File: src/rtl/pm_pkg.sv
// shared types and constants for the polynomial multiplier
package pm_pkg;

  // widths for the term count; the 5-bit power field limits MAX_TERMS to 16
  localparam int IDX_W_MAX = 5;
  localparam int CNT_W_MAX = 6;
  localparam int COEF_W    = 16;
  localparam int PROD_W    = 32;
  localparam int ACC_W     = 36;
  localparam int POWER_W   = 5;
  localparam int OUT_TDATA_W = 48;

  // one queue entry: an optional store of a coefficient, then an optional product run
  typedef struct packed {
    logic                  do_write;
    logic                  do_run;
    logic                  sel_b;
    logic [IDX_W_MAX-1:0]  idx;
    logic [COEF_W-1:0]     coef;
    logic [CNT_W_MAX-1:0]  cnt_a;
    logic [CNT_W_MAX-1:0]  cnt_b;
    logic                  ovf;
  } cmd_t;

endpackage

File: src/rtl/pm_front.sv
// load front end: counts coefficients, drops extras and queues stores and runs
module pm_front import pm_pkg::*; #(
  parameter int MAX_TERMS = 16
) (
  input  logic        clk,
  input  logic        rst,
  input  logic        s_axis_tvalid,
  output logic        s_axis_tready,
  input  logic [15:0] s_axis_tdata,
  input  logic        s_axis_tuser,
  input  logic        s_axis_tlast,
  input  logic        q_full,
  output logic        q_push,
  output cmd_t        q_cmd
);

  localparam int CW = $clog2(MAX_TERMS + 1);

  logic [CW-1:0] count_a, count_b, count_a_next, count_b_next;
  logic          done_a, done_b, done_a_next, done_b_next;
  logic          ovf, ovf_next;
  logic          accept, live, room, wr, run, done_t;
  logic [CW-1:0] cnt_t;

  assign s_axis_tready = !q_full;

  always_comb begin
    accept       = s_axis_tvalid && s_axis_tready;
    done_t       = s_axis_tuser ? done_b : done_a;
    cnt_t        = s_axis_tuser ? count_b : count_a;
    // items for a finished polynomial are ignored while the other is open
    live         = accept && !done_t;
    room         = cnt_t < CW'(MAX_TERMS);
    wr           = live && room;
    count_a_next = count_a + CW'(wr && !s_axis_tuser);
    count_b_next = count_b + CW'(wr && s_axis_tuser);
    done_a_next  = done_a || (live && !s_axis_tuser && s_axis_tlast);
    done_b_next  = done_b || (live && s_axis_tuser && s_axis_tlast);
    ovf_next     = ovf || (live && !room);
    run          = live && done_a_next && done_b_next;
    q_push       = wr || run;
    q_cmd.do_write = wr;
    q_cmd.do_run   = run;
    q_cmd.sel_b    = s_axis_tuser;
    q_cmd.idx      = IDX_W_MAX'(cnt_t);
    q_cmd.coef     = s_axis_tdata;
    q_cmd.cnt_a    = CNT_W_MAX'(count_a_next);
    q_cmd.cnt_b    = CNT_W_MAX'(count_b_next);
    q_cmd.ovf      = ovf_next;
  end

  always_ff @(posedge clk) begin
    if (rst || run) begin
      count_a <= '0;
      count_b <= '0;
      done_a  <= 1'b0;
      done_b  <= 1'b0;
      ovf     <= 1'b0;
    end else begin
      count_a <= count_a_next;
      count_b <= count_b_next;
      done_a  <= done_a_next;
      done_b  <= done_b_next;
      ovf     <= ovf_next;
    end
  end

endmodule

File: src/rtl/pm_cmd_fifo.sv
// four-entry queue of commands between the front end and the multiply engine
module pm_cmd_fifo import pm_pkg::*; (
  input  logic clk,
  input  logic rst,
  input  logic push,
  input  cmd_t push_cmd,
  output logic full,
  input  logic pop,
  output logic avail,
  output cmd_t head
);

  localparam int DEPTH = 4;
  localparam int PTR_W = $clog2(DEPTH);

  cmd_t             slots [DEPTH];
  logic [PTR_W-1:0] wr_ptr, rd_ptr;
  logic [PTR_W:0]   fill;
  logic             do_push, do_pop;

  assign full    = fill == (PTR_W+1)'(DEPTH);
  assign avail   = fill != '0;
  assign head    = slots[rd_ptr];
  assign do_push = push && !full;
  assign do_pop  = pop && avail;

  always_ff @(posedge clk) begin
    if (do_push) begin
      slots[wr_ptr] <= push_cmd;
    end
  end

  always_ff @(posedge clk) begin
    if (rst) begin
      wr_ptr <= '0;
      rd_ptr <= '0;
      fill   <= '0;
    end else begin
      if (do_push) begin
        wr_ptr <= wr_ptr + 1'b1;
      end
      if (do_pop) begin
        rd_ptr <= rd_ptr + 1'b1;
      end
      fill <= fill + (PTR_W+1)'(do_push) - (PTR_W+1)'(do_pop);
    end
  end

endmodule

File: src/rtl/pm_back.sv
// multiply engine: coefficient stores, term sequencer and a shared multiply-accumulate
module pm_back import pm_pkg::*; #(
  parameter int MAX_TERMS = 16
) (
  input  logic                   clk,
  input  logic                   rst,
  input  logic                   q_avail,
  input  cmd_t                   q_head,
  output logic                   q_pop,
  output logic                   m_axis_tvalid,
  input  logic                   m_axis_tready,
  output logic [OUT_TDATA_W-1:0] m_axis_tdata,
  output logic                   m_axis_tuser,
  output logic                   m_axis_tlast
);

  localparam int IW = (MAX_TERMS > 1) ? $clog2(MAX_TERMS) : 1;
  localparam int CW = $clog2(MAX_TERMS + 1);
  localparam int PW = $clog2(2 * MAX_TERMS);

  typedef enum logic [1:0] {
    ST_IDLE = 2'b01,
    ST_RUN  = 2'b10
  } state_t;

  typedef struct packed {
    logic               first;
    logic               lastterm;
    logic               final_term;
    logic               ovf;
    logic [POWER_W-1:0] power;
  } tag_t;

  state_t state;

  logic [COEF_W-1:0] mem_a [MAX_TERMS];
  logic [COEF_W-1:0] mem_b [MAX_TERMS];

  logic [CW-1:0] run_ca, run_cb;
  logic          run_ovf;
  logic [PW-1:0] p, j, total_m1, lo_now, lo_nxt, hi_now;
  logic [IW-1:0] i;
  logic          en, issue;
  tag_t          tag0, s1_tag, s2_tag;
  logic          s1_valid, s2_valid;
  logic signed [COEF_W-1:0] a_rd, b_rd;
  logic signed [PROD_W-1:0] prod;
  logic signed [ACC_W-1:0]  acc, acc_next, out_coef;
  logic [POWER_W-1:0]       out_power;

  // lowest index of a that pairs with a stored b for power q
  function automatic logic [PW-1:0] lo_of(input logic [PW-1:0] q, input logic [CW-1:0] cb);
    if (q >= PW'(cb)) begin
      return q - PW'(cb) + 1'b1;
    end
    return '0;
  endfunction

  // everything downstream of the sequencer stalls while the output waits
  assign en    = !m_axis_tvalid || m_axis_tready;
  assign issue = (state == ST_RUN) && en;
  assign q_pop = (state == ST_IDLE) && q_avail;

  always_comb begin
    total_m1 = PW'(run_ca) + PW'(run_cb) - PW'(2);
    lo_now   = lo_of(p, run_cb);
    lo_nxt   = lo_of(p + 1'b1, run_cb);
    hi_now   = (p < PW'(run_ca)) ? p : PW'(run_ca) - 1'b1;
    j        = p - PW'(i);
    tag0.first      = PW'(i) == lo_now;
    tag0.lastterm   = PW'(i) == hi_now;
    tag0.final_term = tag0.lastterm && (p == total_m1);
    tag0.ovf        = run_ovf;
    tag0.power      = POWER_W'(p);
  end

  always_ff @(posedge clk) begin
    if (rst) begin
      state <= ST_IDLE;
    end else begin
      unique case (state)
        ST_IDLE: begin
          if (q_pop && q_head.do_run) begin
            state <= ST_RUN;
          end
        end
        ST_RUN: begin
          if (issue && tag0.final_term) begin
            state <= ST_IDLE;
          end
        end
        default: state <= ST_IDLE;
      endcase
    end
  end

  always_ff @(posedge clk) begin
    if (q_pop && q_head.do_run) begin
      run_ca  <= CW'(q_head.cnt_a);
      run_cb  <= CW'(q_head.cnt_b);
      run_ovf <= q_head.ovf;
      p       <= '0;
      i       <= '0;
    end else if (issue) begin
      if (tag0.lastterm) begin
        p <= p + 1'b1;
        i <= IW'(lo_nxt);
      end else begin
        i <= i + 1'b1;
      end
    end
  end

  // coefficient stores, read data registered
  always_ff @(posedge clk) begin
    if (q_pop && q_head.do_write && !q_head.sel_b) begin
      mem_a[q_head.idx[IW-1:0]] <= q_head.coef;
    end
    if (q_pop && q_head.do_write && q_head.sel_b) begin
      mem_b[q_head.idx[IW-1:0]] <= q_head.coef;
    end
    if (en) begin
      a_rd <= mem_a[i];
      b_rd <= mem_b[j[IW-1:0]];
    end
  end

  always_comb begin
    acc_next = s2_tag.first ? ACC_W'(prod) : acc + ACC_W'(prod);
  end

  always_ff @(posedge clk) begin
    if (en) begin
      s1_tag <= tag0;
      prod   <= a_rd * b_rd;
      s2_tag <= s1_tag;
      if (s2_valid) begin
        acc <= acc_next;
      end
      if (s2_valid && s2_tag.lastterm) begin
        out_coef     <= acc_next;
        out_power    <= s2_tag.power;
        m_axis_tlast <= s2_tag.final_term;
        m_axis_tuser <= s2_tag.ovf;
      end
    end
  end

  always_ff @(posedge clk) begin
    if (rst) begin
      s1_valid      <= 1'b0;
      s2_valid      <= 1'b0;
      m_axis_tvalid <= 1'b0;
    end else if (en) begin
      s1_valid      <= issue;
      s2_valid      <= s1_valid;
      m_axis_tvalid <= s2_valid && s2_tag.lastterm;
    end
  end

  assign m_axis_tdata = {{(OUT_TDATA_W - ACC_W - POWER_W){1'b0}}, out_power, out_coef};

endmodule

File: src/rtl/polynomial_multiplier_top.sv
// Polynomial multiplier: load two polynomials of signed Q8.8 coefficients, lowest power
// first, each tagged A or B in tuser and ended by tlast, in any order or interleaved.
// Once both loads are complete, count_a+count_b-1 exact Q20.16 product coefficients
// come out lowest power first, with tlast on the highest; tuser flags a run in which
// coefficients past MAX_TERMS were dropped. Loading takes one item a cycle while the
// four-entry command queue has room. A product run goes through one shared 16x16
// multiply-accumulate, one term a cycle while the output is not stalled, count_a*count_b
// terms in all; during the run the queue takes up to four items of the next pair,
// then loading stalls until the run has issued its last term.
module polynomial_multiplier_top import pm_pkg::*; #(
  parameter int MAX_TERMS = 16
) (
  input  logic        clk,
  input  logic        rst,
  input  logic        s_axis_tvalid,
  output logic        s_axis_tready,
  input  logic [15:0] s_axis_tdata,   // coef_in
  input  logic        s_axis_tuser,   // which_poly
  input  logic        s_axis_tlast,   // load_last
  output logic        m_axis_tvalid,
  input  logic        m_axis_tready,
  output logic [47:0] m_axis_tdata,   // coef_out [35:0], power [40:36], zero fill
  output logic        m_axis_tuser,   // overflow
  output logic        m_axis_tlast    // out_last
);

  logic q_push, q_full, q_pop, q_avail;
  cmd_t q_cmd, q_head;

  pm_front #(.MAX_TERMS(MAX_TERMS)) u_front (
    .clk           (clk),
    .rst           (rst),
    .s_axis_tvalid (s_axis_tvalid),
    .s_axis_tready (s_axis_tready),
    .s_axis_tdata  (s_axis_tdata),
    .s_axis_tuser  (s_axis_tuser),
    .s_axis_tlast  (s_axis_tlast),
    .q_full        (q_full),
    .q_push        (q_push),
    .q_cmd         (q_cmd)
  );

  pm_cmd_fifo u_fifo (
    .clk      (clk),
    .rst      (rst),
    .push     (q_push),
    .push_cmd (q_cmd),
    .full     (q_full),
    .pop      (q_pop),
    .avail    (q_avail),
    .head     (q_head)
  );

  pm_back #(.MAX_TERMS(MAX_TERMS)) u_back (
    .clk           (clk),
    .rst           (rst),
    .q_avail       (q_avail),
    .q_head        (q_head),
    .q_pop         (q_pop),
    .m_axis_tvalid (m_axis_tvalid),
    .m_axis_tready (m_axis_tready),
    .m_axis_tdata  (m_axis_tdata),
    .m_axis_tuser  (m_axis_tuser),
    .m_axis_tlast  (m_axis_tlast)
  );

endmodule

File: config.mk
export PLATFORM = sky130hd
export DESIGN_NAME = polynomial_multiplier_top
export DESIGN_NICKNAME = d
export VERILOG_FILES = /design/src/rtl/pm_pkg.sv /design/src/rtl/pm_front.sv /design/src/rtl/pm_cmd_fifo.sv /design/src/rtl/pm_back.sv /design/src/rtl/polynomial_multiplier_top.sv
export SDC_FILE = /design/constraint.sdc
export NUM_CORES = 2
export LEC_CHECK = 0
export ABC_AREA = 0
export BUFFER_PORTS_ARGS = -buffer_cell sky130_fd_sc_hd__buf_2
export CORE_MARGIN = 1
export CORE_UTILIZATION = 35
export CTS_BUF_LIST = sky130_fd_sc_hd__clkbuf_2
export DETAILED_ROUTE_END_ITERATION = 10
export HOLD_SLACK_MARGIN = 0.03
export PLACE_DENSITY_LB_ADDON = 0.05
export SLEW_MARGIN = 20
export SYNTH_ARGS = -nofsm -noshare
export SYNTH_HDL_FRONTEND = slang
export SYNTH_SLANG_ARGS = --single-unit
File: constraint.sdc
create_clock -name clk -period 8 [get_ports clk]
set_input_delay 1.2 -clock clk [delete_from_list [all_inputs] [get_ports clk]]
set_output_delay 1.2 -clock clk [all_outputs]
set_load 0.05 [all_outputs]
Yosys cells after proc, flatten, opt, wreduce, memory -nomap -nowiden

Memories as Yosys holds them, arrays and structs flattened. A register that Yosys moved wholly into a read port is not among the register bits.
Index checks and enable logic that the tools add are counted.

Input port bits: 22
Register bits: 174
Memories kept: 3
Output and inout port bits: 52
RAM bits: 652

Mux-type cells: 22
Multipliers: 1
Reduce and logical (&&, ||, !) cells: 40
$add $sub $neg: 17
Order comparisons: 4
Equality and inequality tests: 8

Memories:

| name         | words | width | rd ports | clocked after memory_dff | write ports | RTL line          | text |
|---|---|---|---|---|---|---|---|
| u_back.mem_a | 16    | 16    | 1        | 1                        | 1           | pm_back.sv:36     | `logic [COEF_W-1:0] mem_a [MAX_TERMS];` |
| u_back.mem_b | 16    | 16    | 1        | 1                        | 1           | pm_back.sv:37     | `logic [COEF_W-1:0] mem_b [MAX_TERMS];` |
| u_fifo.slots | 4     | 35    | 1        | 1                        | 1           | pm_cmd_fifo.sv:16 | `cmd_t slots [DEPTH];` |

Operator list:

| cell                                                                | count |
|---|---|
| 36-bit by 32-bit adder with 36-bit output                           | 1 |
| 36-bit 2-to-1 mux                                                   | 1 |
| 16-bit by 16-bit multiplier with 32-bit output                      | 1 |
| 1-bit logical AND                                                   | 23 |
| 5-bit 2-to-1 mux                                                    | 4 |
| 4-bit 2-to-1 mux                                                    | 3 |
| 5-bit by 1-bit adder with 5-bit output                              | 2 |
| 5-bit by 1-bit adder with 5-bit output (second input constant)      | 2 |
| 4-bit by 5-bit equality test with 1-bit output                      | 2 |
| 5-bit >= comparator                                                 | 2 |
| 1-bit 2-to-1 mux                                                    | 9 |
| 4-bit by 1-bit adder with 4-bit output (second input constant)      | 2 |
| 2-bit 2-to-1 mux                                                    | 4 |
| 2-bit AND reduction                                                 | 4 |
| 4-bit subtractor                                                    | 2 |
| 1-bit zero test                                                     | 6 |
| 1-bit logical OR                                                    | 6 |
| 5-bit adder                                                         | 1 |
| 5-bit equality test                                                 | 1 |
| 5-bit < comparator                                                  | 1 |
| 5-bit < comparator (second input constant)                          | 1 |
| 5-bit by 1-bit subtractor with 5-bit output (second input constant) | 1 |
| 5-bit by 2-bit subtractor with 5-bit output (second input constant) | 1 |
| 5-bit subtractor                                                    | 1 |
| 9 further kinds                                                     | 11 |

Longest topological paths before layout

Depth after elaboration: 13
Depth in mapped cells: 24
Depth with buffers taken out: 22

Cells and area by module

Synthesis repeated with hierarchy kept, for this count alone.

Cells, all modules: 2958
Area, all modules: 45135.8 um^2

By module, submodules not included:

| module      | area an instance (um^2) | times used | cells an instance |
|---|---|---|---|
| pm_back     | 38430.6                 | 1          | 2622 |
| pm_cmd_fifo | 5863.1                  | 1          | 242 |
| pm_front    | 842.1                   | 1          | 94 |

Worst setup path after synthesis

OpenSTA, ideal clock, no wires.

Kind: flip-flop to flip-flop
Start point: register u_back.a_rd[15], read port of u_back.mem_a
End point: register u_back.prod[31], data pin
Stages on the path, launching flop included: 22
Data arrival time: 5.833 ns
Buffers on the path: 1
Path slack: 1.907 ns
Setup time: 0.260 ns
Path through: edfxtp_1 > clkbuf_1 > nand2_1 > inv_1 > fa_1 > fa_1 > fa_1 > fa_1 > fa_1 > inv_1 > fa_1 > inv_1 > ha_1 > a21o_1 > a21oi_1 > o21ai_0 > a21oi_1 > a31o_2 > o2111ai_1 > a31o_1 > a21oi_1 > xnor2_1

Longest elaborated chain between the ends: 1

RTL lines:

| element                                        | RTL line       | text |
|---|---|---|
| start: declaration                             | pm_back.sv:46  | `logic signed [COEF_W-1:0] a_rd, b_rd;` |
| 16-bit by 16-bit multiplier with 32-bit output | pm_back.sv:135 | `prod <= a_rd * b_rd;` |
| end signal: assignment                         | pm_back.sv:135 |  |
| end: declaration                               | pm_back.sv:47  | `logic signed [PROD_W-1:0] prod;` |

No other way between the ends.
A chain may end at the register's enable or synchronous reset.

Final worst setup path

Start point: register u_back.a_rd[10], read port of u_back.mem_a
End point: register u_back.prod[31], data pin

Same word-level chain as after synthesis.

==> impl_summary.log <==
INFO  metric post_route_ant_nets = 0
INFO  metric final_layout_size_suffix_gt1_share = 21.0%
INFO  metric wl_per_cell = 20.9 um
INFO  metric yosys_warnings = 0
INFO  metric hold_violations = 0
INFO  metric die_area = 128000 um^2
INFO  metric floorplan.die.height = 358 um
INFO  metric route.detailed.drc = 0
INFO  metric final-setup-viol-count = 0
INFO  metric synth_edf_count = 820
INFO  metric synth.yosys.seq_area_share = 57.3%
INFO  metric fmaxAchievable = 0.142 GHz
INFO  metric worst-endpoint-arrival = 8.37 ns
INFO  metric ctsHtreeMaxLevel = 4
INFO  metric fin_crit = 7.05 ns
INFO  metric synth_top_area_share = 55.6%
INFO  metric synth.lib_cells_used.distinct = 76
INFO  metric avgSynthCellArea = 15.3 um^2
INFO  metric first_pass_iters = 7
INFO  metric timing.max_slew.rel_slack = 27.5%
INFO  metric first_global_vias = 26600
INFO  metric final_nets = 3637
INFO  metric rsz0062_at_grt = false
INFO  metric stdcell_count = 5004
INFO  metric cts-buffers-inserted = 228
INFO  metric class_of_the_worst_hold_path = primary input to flip-flop
INFO  metric cts.repair.resized = 0
INFO  metric io_buffers = 66
INFO  metric cts_tree = built
INFO  metric clkLatencyLatePin = 1.66 ns
INFO  metric run_status = finished clean
INFO  metric netlist_instances = 2895
INFO  metric synthTopCellsByArea = edfxtp_1, fa_1, mux4_2
INFO  metric route.vias.total = 24000
INFO  metric pin_count_of_the_biggest_net_entering_global_routing = 70
INFO  metric grt_pass1_wl = 161000 um
INFO  metric post_drt_via_cell_ratio = 4.80
INFO  metric numClockSinks = 856
INFO  metric timing.critical_path.slowest_cell_delay = 0.84 ns
INFO  metric synth_top_flop_cell = edfxtp_1
INFO  metric clockBufferDepth = 3
INFO  metric detailedRoute.firstIterationViolations = 1401
INFO  metric worst-path-max-fanout = 16
INFO  metric floorplan.core_area = 126000 um^2
INFO  metric crit_path_frequent_cell = fa_1
INFO  metric sum_of_routed_wire_length_over_all_layers = 104000 um
INFO  metric global_route.overflow_total = 0
INFO  metric synth-seq-cells = 856
INFO  metric antenna_violations_before_repair = 4
INFO  metric timing_worst_setup_path_type = flip-flop to flip-flop
INFO  metric maxSlewViolCount = 0
INFO  metric rows = 130
INFO  metric hpwl = 69300 um
INFO  metric cell_class_contributing_the_biggest_share_of_worst_path_delay = adder cells
INFO  metric final_cycle_share = 88.2%
INFO  metric crit_buf_inv = 3
INFO  metric clk_transition_reported_paths = 0.10 ns
INFO  metric max_cap_violations = 0
INFO  metric initial_cell_density_of_the_core = 35.2%
INFO  metric post_synthesis_cell_type_with_the_largest_combined_area = edfxtp_1
INFO  metric required = 9.31 ns
INFO  metric track_usage = 16.8%
INFO  metric timing.clock.skew = 0.139 ns
INFO  metric post_synthesis_async_set_or_reset_flop_share = 0%
INFO  metric timing.critical_path.slowest_stage_cell = edfxtp_1
INFO  metric synthToLayoutAreaGrowth = 11.2%
INFO  metric setup_tns = 0 ns
INFO  metric syn_area = 44300 um^2
INFO  metric die_w = 358 um
INFO  metric finalWeightedCongestion = 0.827
INFO  metric cp_cell_sequence = nand2_1, fa_1, inv_1, fa_1, fa_1, fa_1, fa_1, inv_1, fa_1, inv_1, ha_1, nand3_1, nor3_1, and3_1, a221oi_1, a31o_2, o2111ai_1, a31o_1, a21oi_1, xnor2_1
INFO  metric timing_worst_slew_pin_value = 1.09 ns
INFO  metric ctsRootBufferMaster = clkbuf_2
INFO  metric placed_cells = 4564
INFO  metric pin_count = 74
INFO  metric cp-end-kind = flip-flop
INFO  metric timing.critical_path.from_type = flip-flop
[synthesized netlist by cell type (11+ instances only)]
library cell and number:
a211oi_1 22, a21o_1 30, a21oi_1 89, and2_1 138, and3_1 12, buf_1 14
buf_2 11, clkbuf_1 77, dfxtp_1 36, edfxtp_1 820, fa_1 269, ha_1 162
inv_1 355, mux2i_1 20, mux4_2 178, nand2_1 207, nand2b_1 18, nand3_1 22
nor2_1 88, nor2b_1 24, nor3_1 11, o21ai_0 47, o21ai_1 12, xnor2_1 66
xor2_1 39
[flip-flops by register name (all words and copies together) (netlist names), 2 cells and up, named ones only]
signal,count
u_back.a_rd,16
u_back.acc,36
u_back.b_rd,16
u_back.i,4
u_back.mem_a,256
u_back.mem_b,256
u_back.out_coef,36
u_back.out_power,5
u_back.p,5
u_back.prod,32
u_back.run_ca,5
u_back.run_cb,5
u_back.s1_tag,9
u_back.s2_tag,9
u_back.state,2
u_fifo.fill,3
u_fifo.rd_ptr,2
u_fifo.slots,136
u_fifo.wr_ptr,2
u_front.count_a,5
u_front.count_b,5
[cells in the final DEF (no fill, tap or decap), drive strengths merged, types with 9 or more instances in the layout]
| cell | Yosys | final |
|---|---|---|
| a211oi | 22 | 22 |
| a21o | 31 | 31 |
| a21oi | 92 | 92 |
| a31oi | 10 | 10 |
| and2 | 139 | 139 |
| and3 | 12 | 12 |
| buf | 33 | 124 |
| clkbuf | 78 | 328 |
| clkinv | 0 | 55 |
| dfxtp | 36 | 36 |
| dlygate4sd3 | 0 | 40 |
| edfxtp | 820 | 820 |
| fa | 269 | 269 |
| ha | 162 | 162 |
| inv | 356 | 363 |
| mux2i | 20 | 20 |
| mux4 | 178 | 178 |
| nand2 | 207 | 207 |
| nand2b | 18 | 18 |
| nand3 | 22 | 22 |
| nor2 | 88 | 88 |
| nor2b | 24 | 24 |
| nor3 | 11 | 11 |
| o21ai | 60 | 60 |
| o21bai | 10 | 10 |
| or2 | 9 | 9 |
| xnor2 | 66 | 66 |
| xor2 | 39 | 39 |
[through the flow]
step	setup slack (ns)	utilization [%]	instance area (um^2)	hold slack (ns)
2_1_floorplan	1.91	-	44300	0.400
3_5_place_dp	0.881	37.2	46700	0.405
3_3_place_gp	1.07	37.2	46700	0.401
4_1_cts	0.902	39.2	49200	0.0306
5_1_grt	0.567	39.2	49200	0.0728
6_report	0.946	39.2	49200	0.358
[path summary, 6_finish.rpt]
path,startpoint,endpoint,slack (ns),depth (start not counted)
worst max-delay path,u_back.a_rd[10],u_back.prod[31],0.95,20
worst min register to register,u_back.s1_tag[2],u_back.s2_tag[2],0.42,0
worst max register to register,u_back.a_rd[10],u_back.prod[31],0.95,20
worst min-delay path,s_axis_tdata[8],u_fifo.slots[2][19],0.36,2
[repair_timing]
| action | in CTS | in global routing |
|---|---|---|
| hold endpoints to repair | 123 | 0 |
| buffers inserted | 0 | 0 |
| hold buffers | 40 | 0 |
[layout make-up]
type / count / area [um^2]
fillers: 11900 / 76400
flip-flops and latches: 856 / 25400
multi-input cells: 1578 / 17200
well taps: 1650 / 2060
clock buffers: 328 / 1640
inverters: 356 / 1340
repair buffers: 164 / 1170
clock inverters: 67 / 452
diodes: 5 / 12.5
[layer usage]
metal | up-vias | track usage (%) | routed length (um)
met5 | - | 0 | 0
met4 | 0 | 5.51 | 2060
met3 | 159 | 3.18 | 4000
met2 | 508 | 27.8 | 50400
met1 | 12300 | 22.4 | 47900
li1 | 11100 | - | -
[cell families (layout without fill, tap and decap cells)]
group           count (synthesis)  in the layout  share of synthesized area, %
flops                         856            856                          57.3
mux                           205            205                          9.69
simple gates                  553            553                          6.09
fa+ha+maj                     431            431                          16.7
other cells                     1             12                       0.00847
compound gates                277            277                          4.06
buf+inv                       467            915                          4.06
xor+xnor                      105            105                          2.08
[worst register-to-register path: stages (launching register included)]
cell and delay (ns):
edfxtp_1 0.84, nand2_1 0.19, fa_1 0.58, inv_1 0.05
fa_1 0.48, fa_1 0.61, fa_1 0.48, fa_1 0.50
inv_1 0.05, fa_1 0.47, inv_1 0.04, ha_1 0.37
nand3_1 0.20, nor3_1 0.11, and3_1 0.21, a221oi_1 0.67
a31o_2 0.34, o2111ai_1 0.15, a31o_1 0.24, a21oi_1 0.17
xnor2_1 0.08
Power is not shown: default switching activity piles up to over one toggle a cycle in this logic, so the estimate is an artifact.
